===== src/hw/rtl/ltl_pkg.sv =====
package ltl_pkg;

  // Table sizes.
  localparam int ORIGINS    = 16;
  localparam int MAX_LEASES = 64;

  // Index and field widths.
  localparam int SLOT_W  = ($clog2(ORIGINS) < 1) ? 1 : $clog2(ORIGINS);
  localparam int LIDX_W  = ($clog2(MAX_LEASES) < 1) ? 1 : $clog2(MAX_LEASES);
  localparam int IDX_W   = (LIDX_W > SLOT_W) ? LIDX_W : SLOT_W;
  localparam int OCNT_W  = 5;
  localparam int LCNT_W  = 7;
  localparam int REFS_W  = 7;
  localparam int CFG_W   = 5;
  localparam int KEY_W   = 64;
  localparam int STAMP_W = 64;
  localparam int LID_W   = 32;
  localparam int EVC_W   = 32;
  localparam int STS_W   = 3;
  localparam int OP_W    = 2;

  // Operation codes.
  localparam logic [OP_W-1:0] OP_ACQUIRE = 2'd0;
  localparam logic [OP_W-1:0] OP_RELEASE = 2'd1;
  localparam logic [OP_W-1:0] OP_CLEAR   = 2'd2;
  localparam logic [OP_W-1:0] OP_EPOCH   = 2'd3;

  // Result status codes.
  localparam logic [STS_W-1:0] ST_OK         = 3'd0;
  localparam logic [STS_W-1:0] ST_INVALID    = 3'd1;
  localparam logic [STS_W-1:0] ST_TABLE_FULL = 3'd2;
  localparam logic [STS_W-1:0] ST_LEASE_FULL = 3'd3;
  localparam logic [STS_W-1:0] ST_UNKNOWN    = 3'd4;

  // Commands from the controller to the datapath.
  typedef struct packed {
    logic             accept;
    logic             disp;
    logic             lfree_chk;
    logic             sscan;
    logic             commit;
    logic             rel_rd;
    logic             rel_chk;
    logic             rel_miss;
    logic             fin;
    logic [IDX_W-1:0] idx;
  } ltl_cmd_t;

  // Status from the datapath to the controller.
  typedef struct packed {
    logic done_now;
    logic is_acquire;
    logic lfree_hit;
    logic rel_match;
  } ltl_sts_t;

endpackage


===== src/hw/rtl/ltl_ctrl.sv =====
module ltl_ctrl (
  input  logic              clk,
  input  logic              rst_n,
  input  logic              start,
  output logic              busy,
  input  ltl_pkg::ltl_sts_t sts,
  output ltl_pkg::ltl_cmd_t cmd
);

  typedef enum logic [7:0] {
    S_IDLE   = 8'b0000_0001,
    S_DISP   = 8'b0000_0010,
    S_LFREE  = 8'b0000_0100,
    S_SSCAN  = 8'b0000_1000,
    S_COMMIT = 8'b0001_0000,
    S_RREAD  = 8'b0010_0000,
    S_RCHK   = 8'b0100_0000,
    S_FIN    = 8'b1000_0000
  } state_t;

  state_t                   state_r, state_nxt;
  logic [ltl_pkg::IDX_W-1:0] idx_r, idx_nxt;

  // Next state and command decode.
  always_comb begin
    state_nxt = state_r;
    idx_nxt   = idx_r;
    cmd       = '0;
    cmd.idx   = idx_r;
    case (state_r)
      S_IDLE: begin
        if (start) begin
          cmd.accept = 1'b1;
          state_nxt  = S_DISP;
        end
      end
      S_DISP: begin
        cmd.disp = 1'b1;
        idx_nxt  = '0;
        if (sts.done_now) begin
          state_nxt = S_FIN;
        end else if (sts.is_acquire) begin
          state_nxt = S_LFREE;
        end else begin
          state_nxt = S_RREAD;
        end
      end
      S_LFREE: begin
        cmd.lfree_chk = 1'b1;
        if (sts.lfree_hit) begin
          idx_nxt   = '0;
          state_nxt = S_SSCAN;
        end else begin
          idx_nxt = idx_r + 1'b1;
        end
      end
      S_SSCAN: begin
        cmd.sscan = 1'b1;
        if (idx_r == ltl_pkg::IDX_W'(ltl_pkg::ORIGINS - 1)) begin
          state_nxt = S_COMMIT;
        end else begin
          idx_nxt = idx_r + 1'b1;
        end
      end
      S_COMMIT: begin
        cmd.commit = 1'b1;
        state_nxt  = S_FIN;
      end
      S_RREAD: begin
        cmd.rel_rd = 1'b1;
        state_nxt  = S_RCHK;
      end
      S_RCHK: begin
        cmd.rel_chk = 1'b1;
        if (sts.rel_match) begin
          state_nxt = S_FIN;
        end else if (idx_r == ltl_pkg::IDX_W'(ltl_pkg::MAX_LEASES - 1)) begin
          cmd.rel_miss = 1'b1;
          state_nxt    = S_FIN;
        end else begin
          idx_nxt   = idx_r + 1'b1;
          state_nxt = S_RREAD;
        end
      end
      S_FIN: begin
        cmd.fin   = 1'b1;
        state_nxt = S_IDLE;
      end
      default: begin
        state_nxt = S_IDLE;
      end
    endcase
  end

  // State and scan index registers.
  always_ff @(posedge clk) begin
    if (!rst_n) begin
      state_r <= S_IDLE;
      idx_r   <= '0;
    end else begin
      state_r <= state_nxt;
      idx_r   <= idx_nxt;
    end
  end

  assign busy = (state_r != S_IDLE);

endmodule


===== config.mk =====
export PLATFORM = sky130hd
export DESIGN_NAME = ltl_ctrl
export DESIGN_NICKNAME = d
export VERILOG_FILES = /design/src/hw/rtl/ltl_pkg.sv /design/src/hw/rtl/ltl_ctrl.sv
export SDC_FILE = /design/constraint.sdc
export NUM_CORES = 1
export LEC_CHECK = 0
export BUFFER_PORTS_ARGS = -buffer_cell sky130_fd_sc_hd__buf_2
export CORE_ASPECT_RATIO = 0.8
export CORE_MARGIN = 2
export CORE_UTILIZATION = 50
export CTS_CLUSTER_SIZE = 16
export DETAILED_ROUTE_END_ITERATION = 10
export PLACE_DENSITY_LB_ADDON = 0.1
export SLEW_MARGIN = 10
export SYNTH_ARGS = -nofsm -noshare
export SYNTH_HDL_FRONTEND = slang
export SYNTH_SLANG_ARGS = --single-unit

===== constraint.sdc =====
create_clock -name clk -period 2.5 [get_ports clk]
set_input_delay 0.25 -clock clk [delete_from_list [all_inputs] [get_ports clk]]
set_output_delay 0.25 -clock clk [all_outputs]
set_load 0.05 [all_outputs]

==> impl_metrics.env, run 1 <==
export IMPL_outcome="completed"
export IMPL_htree_levels=1
export IMPL_post_route_period_util_pct=94.93
export IMPL_yosys_warnings=0
export IMPL_ys_seq_area_share_pct=34.41
export IMPL_firstDrtPassIters=4
export IMPL_mostFrequentLayoutCells="buf_2 (21), dfxtp_1 (14), nand2_1 (11), nand2b_1 (7), nor3_1 (6)"
export IMPL_cap_viol_max_count=0
export IMPL_clk_pin_slew_ps=80
export IMPL_cts_path_max_buffers=2
export IMPL_worstRegToRegCells=6
export IMPL_dpl_cell_area_sq_um=955.9
export IMPL_synth_edff_count=0
export IMPL_hold_viol=0
export IMPL_cts_root_buf="clkbuf_4"
export IMPL_crit_path_end_kind="output pin"
export IMPL_irDropWorstVdd_mv=0.3581
export IMPL_slew_headroom_pct=51.02
export IMPL_fp_dieW_um=49.13
export IMPL_io_pins=23
export IMPL_reg2reg_setup_slack_ps=370
export IMPL_period_needed_ps=2373
export IMPL_grt_ovfl_total=0
export IMPL_multi_input_area_sq_um=526.8
export IMPL_fmax_mhz=421.4
export IMPL_worst_pin_slew_ps=734.8
export IMPL_core_sq_mm=0.001578
export IMPL_synth_area_sq_um=814.5
export IMPL_path_class="register to output pin"
export IMPL_fin_tns_setup_ps=0
export IMPL_initial_core_util_pct=51.63
export IMPL_critical_path_arrival_ps=2120
export IMPL_rsz0062_at_grt="no"
export IMPL_critical_path_peak_fanout=6
export IMPL_crit_path_start="state_r[4]$_SDFFE_PN0P_"
export IMPL_netlist_instances=91
export IMPL_row_count=13
export IMPL_pwr_density_cell_mw_per_mm2=480.1
export IMPL_dieArea_sq_mm=0.001970
export IMPL_grt_max_degree=12
export IMPL_final_common_cell="buf_2"
export IMPL_wire_per_inst_um=13.34
export IMPL_required_ps=2250
export IMPL_setup_viol=0
export IMPL_gp_congestion=0.9071
export IMPL_fin_skew_ps=5.902
export IMPL_vias=767
export IMPL_slew_violations=0
export IMPL_drtIter0Drc=27
export IMPL_synth_nets=99
export IMPL_leakage_nw=0.4138
export IMPL_worstSetupStartpointType="register"
export IMPL_place_ws_ps=409.5
export IMPL_synth_cell_types=35
export IMPL_postSynth_asyncResetShare_pct=0
export IMPL_syn_area_per_cell_sq_um=8.951
export IMPL_wirelength_um=1841
export IMPL_drt_vias_per_instance=5.558
export IMPL_die_h_um=40.10
export IMPL_grt_pass1_wl_um=2967
export IMPL_insertedDiodeCount=0
export IMPL_ys_flop_type="dfxtp_1"
export IMPL_regArea_sq_um=280.3
export IMPL_cts_tree="built"
export IMPL_fin_nets=125
export IMPL_grt_pass1_vias=651
export IMPL_crit_end="cmd[14]"
export IMPL_r2r_start="state_r[4]$_SDFFE_PN0P_"
export IMPL_insertion_delay_ps=290
export IMPL_holdBufCountCts=0
export IMPL_port_buffers=22
export IMPL_drcViolationCount=0
export IMPL_fillers=149
export IMPL_min_path_type="input port to register"
export IMPL_place_hpwl_um=1435
export IMPL_synth_seq_cells=14
export IMPL_finalWorstSetupSlack_ps=126.7
export IMPL_antenna_found_initial=0
export IMPL_whs_ps=224.2
export IMPL_layout_drive_gt1_share_pct=33.62
export IMPL_grt_usage_pct=21.01
export IMPL_final_area_sq_um=994.7
export IMPL_cts_made_buffers=3
export IMPL_reg2reg_to="idx_r[5]$_SDFFE_PN0P_"
export IMPL_total_power_uw=477.6
export IMPL_detail_route_antenna_nets=0
export IMPL_area_growth_pct=22.12
export IMPL_cts_sinks=14
routing by layer:
layer  vias to the layer above  GRT usage [%]  wire [um]  part of all wire, %
met3                         4          5.970        117                  6.4
met5                         -              0          0                    0
met1                       356          28.76        909                   49
met4                         0          8.571         25                  1.4
met2                        23          31.42        789                   43
li1                        384              -          -                    -
through the flow:
stage                     utilization (%)  cells
after CTS                           62.89    138
final                               63.05    138
after floorplan                         -     91
after global routing                63.05    138
after detailed placement            60.59    134
after global placement              60.59    134
synthesized netlist by cell type, types with 3 or more instances:
| cell | count | area share, % |
|---|---|---|
| dfxtp_1 | 14 | 34 |
| nor3_1 | 7 | 4.3 |
| a21oi_1 | 3 | 1.8 |
| mux2i_1 | 5 | 6.1 |
| nand2_1 | 11 | 5.1 |
| or4b_2 | 3 | 3.7 |
| and2_1 | 3 | 2.3 |
| nor2_1 | 3 | 1.4 |
| nand2b_1 | 7 | 5.4 |
| nor2_4 | 3 | 4.1 |
flip-flops by register name, summed over array words and instances, names as in the netlist:
register / flops
state_r: 8
idx_r: 6
kinds of logic after synthesis:
logic type | count (synthesis) | synth area share [%]
AO/OA/AOI/OAI | 11 | 8.449
XOR/XNOR | 1 | 1.075
adder cells (fa/ha/maj) | 1 | 1.536
buffers and inverters | 3 | 1.843
flip-flops | 14 | 34.41
multiplexers | 5 | 6.145
AND/OR/NAND/NOR | 56 | 46.54
worst max-delay path, stage by stage, from the launching register on:
cell	delay, ps
dfxtp_1	380
or4_1	580
or4_4	530
nor2_2	110
clkbuf_4	240
how the worst min path moves through the flow:
stage / endpoint / from / cells after the start / slack [ps]
floorplan: state_r[1]$_SDFFE_PN0P_ / rst_n / 1 / 370
global placement: idx_r[1]$_SDFFE_PN0P_ / idx_r[1]$_SDFFE_PN0P_ / 2 / 470
detailed placement: idx_r[1]$_SDFFE_PN0P_ / idx_r[1]$_SDFFE_PN0P_ / 2 / 490
CTS: state_r[3]$_SDFFE_PN0P_ / sts[1] / 3 / 210
global route: state_r[3]$_SDFFE_PN0P_ / sts[1] / 3 / 210
finish: state_r[3]$_SDFFE_PN0P_ / sts[1] / 3 / 220
report_power, final:
group / leakage (nW) / switching [mW] / internal (mW)
clock: 0.0210 / 0.0794 / 0.0888
combinational: 0.280 / 0.0499 / 0.0270
sequential: 0.113 / 0.00513 / 0.227
total: 0.414 / 0.134 / 0.343
cell type report:
cell class                      count  area share [%]
Timing Repair Buffer               23           12.08
Inverter                            1          0.3774
Sequential cell                    14           28.18
Tap cell                           22           2.767
Multi-Input combinational cell     74           52.96
Clock buffer                        4           3.648
timing repair:
| action | CTS | global route |
|---|---|---|
| setup buffers | 0 | 0 |
| endpoints found under the setup margin | 0 | 1 |
| gates resized for setup | 0 | 1 |
(Power assumes the default switching activity.)
==> run 2, diff against run 1 <==
--- a/config.mk
+++ b/config.mk
@@ -6,9 +6,8 @@
 export NUM_CORES = 1
 export LEC_CHECK = 0
 export BUFFER_PORTS_ARGS = -buffer_cell sky130_fd_sc_hd__buf_2
-export CORE_ASPECT_RATIO = 0.8
 export CORE_MARGIN = 2
-export CORE_UTILIZATION = 50
+export CORE_UTILIZATION = 53
 export CTS_CLUSTER_SIZE = 16
 export DETAILED_ROUTE_END_ITERATION = 10
 export PLACE_DENSITY_LB_ADDON = 0.1
==> constraint.sdc (replaced) <==
create_clock -name clk -period 2.85 [get_ports clk]
set_input_delay 0.285 -clock clk [delete_from_list [all_inputs] [get_ports clk]]
set_output_delay 0.285 -clock clk [all_outputs]
set_load 0.05 [all_outputs]
==> run 2 against run 1 <==
Effect of this change:
- sequential share of layout area grew 0.36 points
- setup slack gained 280 ps
- first-iteration DRC count shrank 67%
- non-clock buffer count is the same
- via count shrank 0.26%
- largest power group unchanged
- register-to-register slack gained 360 ps
==> impl_metrics.env, run 2 (synthesized netlist as in run 1, its figures left out) <==
export IMPL_rsz0062_at_grt="no"
export IMPL_final_common_cell="buf_2"
export IMPL_grt_use_met2_pct=36.12
export IMPL_setup_viol=0
export IMPL_required_ps=2570
export IMPL_die_h_um=43.20
export IMPL_worst_path_largest_cell_delay_ps=570
export IMPL_outcome="completed"
export IMPL_grt_ovfl_total=0
export IMPL_whs_ps=260.4
export IMPL_clk_pin_slew_ps=90
export IMPL_vias=765
export IMPL_largest_reg_flops=8
export IMPL_cap_viol_max_count=0
export IMPL_drtIter0Drc=9
export IMPL_reg_top3="state_r: 8 flops, idx_r: 6 flops"
export IMPL_wirelength_um=1755
export IMPL_grt_most_used_layer="met2"
export IMPL_fp_dieW_um=43.20
export IMPL_slew_violations=0
export IMPL_mostFrequentLayoutCells="buf_2 (22), dfxtp_1 (14), nand2_1 (11), nand2b_1 (7), nor3_1 (6)"
export IMPL_insertedDiodeCount=0
export IMPL_min_path_type="input port to register"
export IMPL_regMostFlops="state_r"
export IMPL_firstDrtPassIters=4
export IMPL_hold_viol=0
export IMPL_io_pins=23
export IMPL_fmax_mhz=409.7
export IMPL_cts_path_max_buffers=2
export IMPL_gp_congestion=0.8087
export IMPL_worstSetupStartpointType="register"
export IMPL_placed_cells=128
export IMPL_initial_core_util_pct=55.36
export IMPL_area_growth_pct=20.58
export IMPL_holdBufCountCts=0
export IMPL_post_route_period_util_pct=85.65
export IMPL_critical_path_peak_fanout=6
export IMPL_fin_tns_setup_ps=0
export IMPL_wire_per_inst_um=13.30
export IMPL_row_count=14
export IMPL_cts_root_buf="clkbuf_4"
export IMPL_place_hpwl_um=1372
export IMPL_critical_path_arrival_ps=2160
export IMPL_leakage_nw=0.4136
export IMPL_crit_path_end_kind="output pin"
export IMPL_layout_drive_gt1_share_pct=32.76
export IMPL_drcViolationCount=0
export IMPL_dieArea_sq_mm=0.001866
export IMPL_detail_route_antenna_nets=0
export IMPL_cts_sinks=14
export IMPL_grt_usage_pct=21.34
export IMPL_fin_skew_ps=0.8922
export IMPL_worst_pin_slew_ps=726.4
export IMPL_grt_util_met1_pct=26.11
export IMPL_use_met3_pct=2.553
export IMPL_htree_levels=1
export IMPL_grt_pass1_vias=687
export IMPL_cts_resized=0
export IMPL_period_needed_ps=2441
export IMPL_antenna_found_initial=0
export IMPL_post_cts_setup_buffer_count=0
export IMPL_slowest_stage="or4_1"
export IMPL_core_sq_mm=0.001471
export IMPL_insertion_delay_ps=290
export IMPL_path_class="register to output pin"
export IMPL_pwr_density_cell_mw_per_mm2=423.2
export IMPL_drt_vias_per_instance=5.795
export IMPL_fin_nets=125
export IMPL_port_buffers=22
export IMPL_cts_tree="built"
export IMPL_slew_headroom_pct=51.57
export IMPL_grt_max_degree=12
export IMPL_total_power_uw=415.7
export IMPL_cts_made_buffers=3
export IMPL_fin_cells=132
export IMPL_irDropWorstVdd_mv=0.2457
export IMPL_grt_pass1_wl_um=2987
export IMPL_crit_chain="or4_1 -> or4_4 -> nor2_1 -> buf_2"
run 2: metal layers:
metal	up-vias	part of all wire, %
met3	5	3.6
met2	19	52
met4	0	2.2
met1	357	42
li1	384	-
met5	-	0
run 2: worst max-delay path: cells and delay by family, from the launching register on:
family | cells | cell delay, ps
buffers and inverters | 1 | 270
DFF | 1 | 390
and+or+nand+nor | 3 | 1210
run 2: through the flow:
stage	util (%)	instance area (sq um)	setup slack (ps)
floorplan	-	819.5	192.3
global placement	64.29	945.9	756.2
detailed placement	64.29	945.9	731.2
CTS	66.75	982.2	405.6
global route	66.75	982.2	307.9
finish	66.75	982.2	409.1
run 2: report_power, final:
part,internal [mW],total [mW],switching (mW)
combinational,0.0225,0.0653,0.0428
clock,0.0779,0.147,0.0691
sequential,0.199,0.203,0.00397
run 2: path summary, 6_finish.rpt:
| kind | start | to | slack, ps | cells past startpoint |
|---|---|---|---|---|
| setup / recovery | state_r[4]$_SDFFE_PN0P_ | cmd[14] | 410 | 4 |
| hold / removal | sts[2] | state_r[2]$_SDFFE_PN0P_ | 260 | 3 |
| hold reg to reg | idx_r[1]$_SDFFE_PN0P_ | idx_r[1]$_SDFFE_PN0P_ | 500 | 2 |
| setup reg to reg | state_r[4]$_SDFFE_PN0P_ | idx_r[5]$_SDFFE_PN0P_ | 730 | 6 |
run 2: cell type report:
type,instances,area [sq um]
Clock buffer,4,36.28
Fill cell,136,489.2
Inverter,1,3.754
Multi-Input combinational cell,74,524.3
Sequential cell,14,280.3
Tap cell,16,20.02
Timing Repair Buffer,23,117.6
==> run 3, diff against run 2 <==
--- a/config.mk
+++ b/config.mk
@@ -6,8 +6,12 @@
 export NUM_CORES = 1
 export LEC_CHECK = 0
 export BUFFER_PORTS_ARGS = -buffer_cell sky130_fd_sc_hd__buf_2
+export CAP_MARGIN = 30
+export CELL_PAD_IN_SITES_DETAIL_PLACEMENT = 0
+export CELL_PAD_IN_SITES_GLOBAL_PLACEMENT = 2
+export CORE_ASPECT_RATIO = 0.8
 export CORE_MARGIN = 2
-export CORE_UTILIZATION = 53
+export CORE_UTILIZATION = 31
 export CTS_CLUSTER_SIZE = 16
 export DETAILED_ROUTE_END_ITERATION = 10
 export PLACE_DENSITY_LB_ADDON = 0.1
==> run 3 against run 2 <==
Effect of this change:
- wire length grew 13%
- utilization shrank 26 points
- final area grew 1.1%
- power shrank 6.9%
- global-route usage shrank 6.0 points
- register-to-register slack is essentially flat
- sequential power is essentially flat
- via count shrank 4.2%
- combinational power grew 2%
- clock-buffer cell count shrank 1
- final cell count grew 14%
- non-clock buffer count is the same
- critical path type unchanged
==> impl_metrics.env, run 3 (synthesized netlist as in run 1, its figures left out) <==
export IMPL_p_int_uw=271.1
export IMPL_fin_nets=125
export IMPL_wire_per_inst_um=13.17
export IMPL_p_clk_share_pct=30.3
export IMPL_worstSetupStartpointType="register"
export IMPL_sw_frac_of_total_pct=29.97
export IMPL_grt_max_degree=12
export IMPL_htree_levels=1
export IMPL_leakage_nw=0.4064
export IMPL_fin_skew_ps=6.445
export IMPL_area_growth_pct=21.97
export IMPL_critical_path_peak_fanout=6
export IMPL_cts_made_buffers=3
export IMPL_worst_pin_slew_ps=760.1
export IMPL_layout_drive_gt1_share_pct=32.17
export IMPL_cts_path_max_buffers=2
export IMPL_grt_usage_pct=15.30
export IMPL_antenna_found_initial=0
export IMPL_post_cts_setup_buffer_count=0
export IMPL_critical_path_arrival_ps=2170
export IMPL_r2r_start="state_r[4]$_SDFFE_PN0P_"
export IMPL_whs_ps=266.2
export IMPL_power_frac_seq_pct=52.6
export IMPL_final_common_cell="buf_2"
export IMPL_largest_reg_flops=8
export IMPL_min_from="sts[1]"
export IMPL_fp_dieW_um=61.31
export IMPL_clk_pin_slew_ps=90
export IMPL_fin_tns_setup_ps=0
export IMPL_grt_pass1_vias=709
export IMPL_drt_vias_per_instance=4.854
export IMPL_reg2reg_setup_slack_ps=720
export IMPL_firstDrtPassIters=4
export IMPL_setup_viol=0
export IMPL_post_route_period_util_pct=86.25
export IMPL_core_sq_mm=0.002462
export IMPL_drcViolationCount=0
export IMPL_crit_path_end_kind="output pin"
export IMPL_regMostFlops="state_r"
export IMPL_io_pins=23
export IMPL_required_ps=2570
export IMPL_period_needed_ps=2458
export IMPL_hold_viol=0
export IMPL_cts_tree="built"
export IMPL_worstRegToRegCells=6
export IMPL_initial_core_util_pct=33.08
export IMPL_place_hpwl_um=1565
export IMPL_pwr_density_cell_mw_per_mm2=389.8
export IMPL_grt_pass1_wl_um=3381
export IMPL_fmax_mhz=406.8
export IMPL_row_count=16
export IMPL_cap_viol_max_count=0
export IMPL_insertedDiodeCount=0
export IMPL_combPwrFrac_pct=17.2
export IMPL_grt_ovfl_total=0
export IMPL_total_power_uw=387.2
export IMPL_slew_violations=0
export IMPL_drtIter0Drc=21
export IMPL_detail_route_antenna_nets=0
export IMPL_die_h_um=49.85
export IMPL_mostFrequentLayoutCells="buf_2 (22), dfxtp_1 (14), nand2_1 (11), nand2b_1 (7), nor3_1 (6)"
export IMPL_cts_sinks=14
export IMPL_reg2reg_to="idx_r[5]$_SDFFE_PN0P_"
export IMPL_crit_path_start="state_r[4]$_SDFFE_PN0P_"
export IMPL_path_class="register to output pin"
export IMPL_hold_depth=3
export IMPL_slew_headroom_pct=49.32
export IMPL_cts_resized=0
export IMPL_holdBufCountCts=0
export IMPL_cts_root_buf="clkbuf_4"
export IMPL_slowest_stage="or4_1"
export IMPL_insertion_delay_ps=280
export IMPL_vias=733
export IMPL_wirelength_um=1988
export IMPL_irDropWorstVdd_mv=0.1628
export IMPL_rsz0062_at_grt="no"
export IMPL_p_switching_uw=116.1
export IMPL_min_delay_worst_endpoint="state_r[3]$_SDFFE_PN0P_"
export IMPL_gp_congestion=0.6896
export IMPL_crit_chain="or4_1 -> or4_4 -> nor2_1 -> buf_2"
export IMPL_worst_path_largest_cell_delay_ps=570
export IMPL_port_buffers=22
export IMPL_min_path_type="input port to register"
export IMPL_reg_top3="state_r: 8 flops, idx_r: 6 flops"
export IMPL_dieArea_sq_mm=0.003056
export IMPL_outcome="completed"
## run 3: worst max path at each step
| stage | end | slack, ps | cells past startpoint |
|---|---|---|---|
| floorplan | cmd[7] | 190 | 4 |
| global placement | cmd[14] | 730 | 4 |
| detailed placement | cmd[14] | 710 | 4 |
| CTS | cmd[14] | 370 | 4 |
| global route | cmd[14] | 270 | 4 |
| finish | cmd[14] | 390 | 4 |
## run 3: power by group through the flow
stage / Combinational (mW) / Clock [mW] / Sequential (mW)
2_1_floorplan: 0.0480 / 0 / 0.209
3_3_place_gp: 0.0668 / 0 / 0.208
3_5_place_dp: 0.0668 / 0 / 0.208
4_1_cts: 0.0671 / 0.124 / 0.203
5_1_grt: 0.0722 / 0.131 / 0.204
6_report: 0.0665 / 0.117 / 0.204
## run 3: final cells by class
cell class	instances	area (sq um)
Fill cell	269	1469
Clock buffer	3	22.52
Timing Repair Buffer	23	117.6
Multi-Input combinational cell	74	524.3
Inverter	1	3.754
Sequential cell	14	280.3
Tap cell	36	45.04
## run 3: critical path, delay by kind of cell (launching register included)
kind	cells	cell delay, ps
buffers and inverters	1	280
flip-flops	1	380
AND/OR/NAND/NOR	3	1230
## run 3: through the flow
step	util, %	instance area [sq um]	setup WS [ps]	instances
2_1_floorplan	-	819.5	192.3	91
3_3_place_gp	39.43	970.9	733.0	148
3_5_place_dp	39.43	970.9	712.6	148
4_1_cts	40.35	993.5	373.4	151
5_1_grt	40.35	993.5	271.7	151
6_report	40.35	993.5	391.8	151
## run 3: per-layer routing
metal  part of all wire, %  vias up  GRT usage [%]
met5                     0        -              0
met4                  0.96        0          4.348
met3                   4.5        2          5.774
met2                    38       16          19.68
met1                    56      332          23.20
li1                      -      383              -
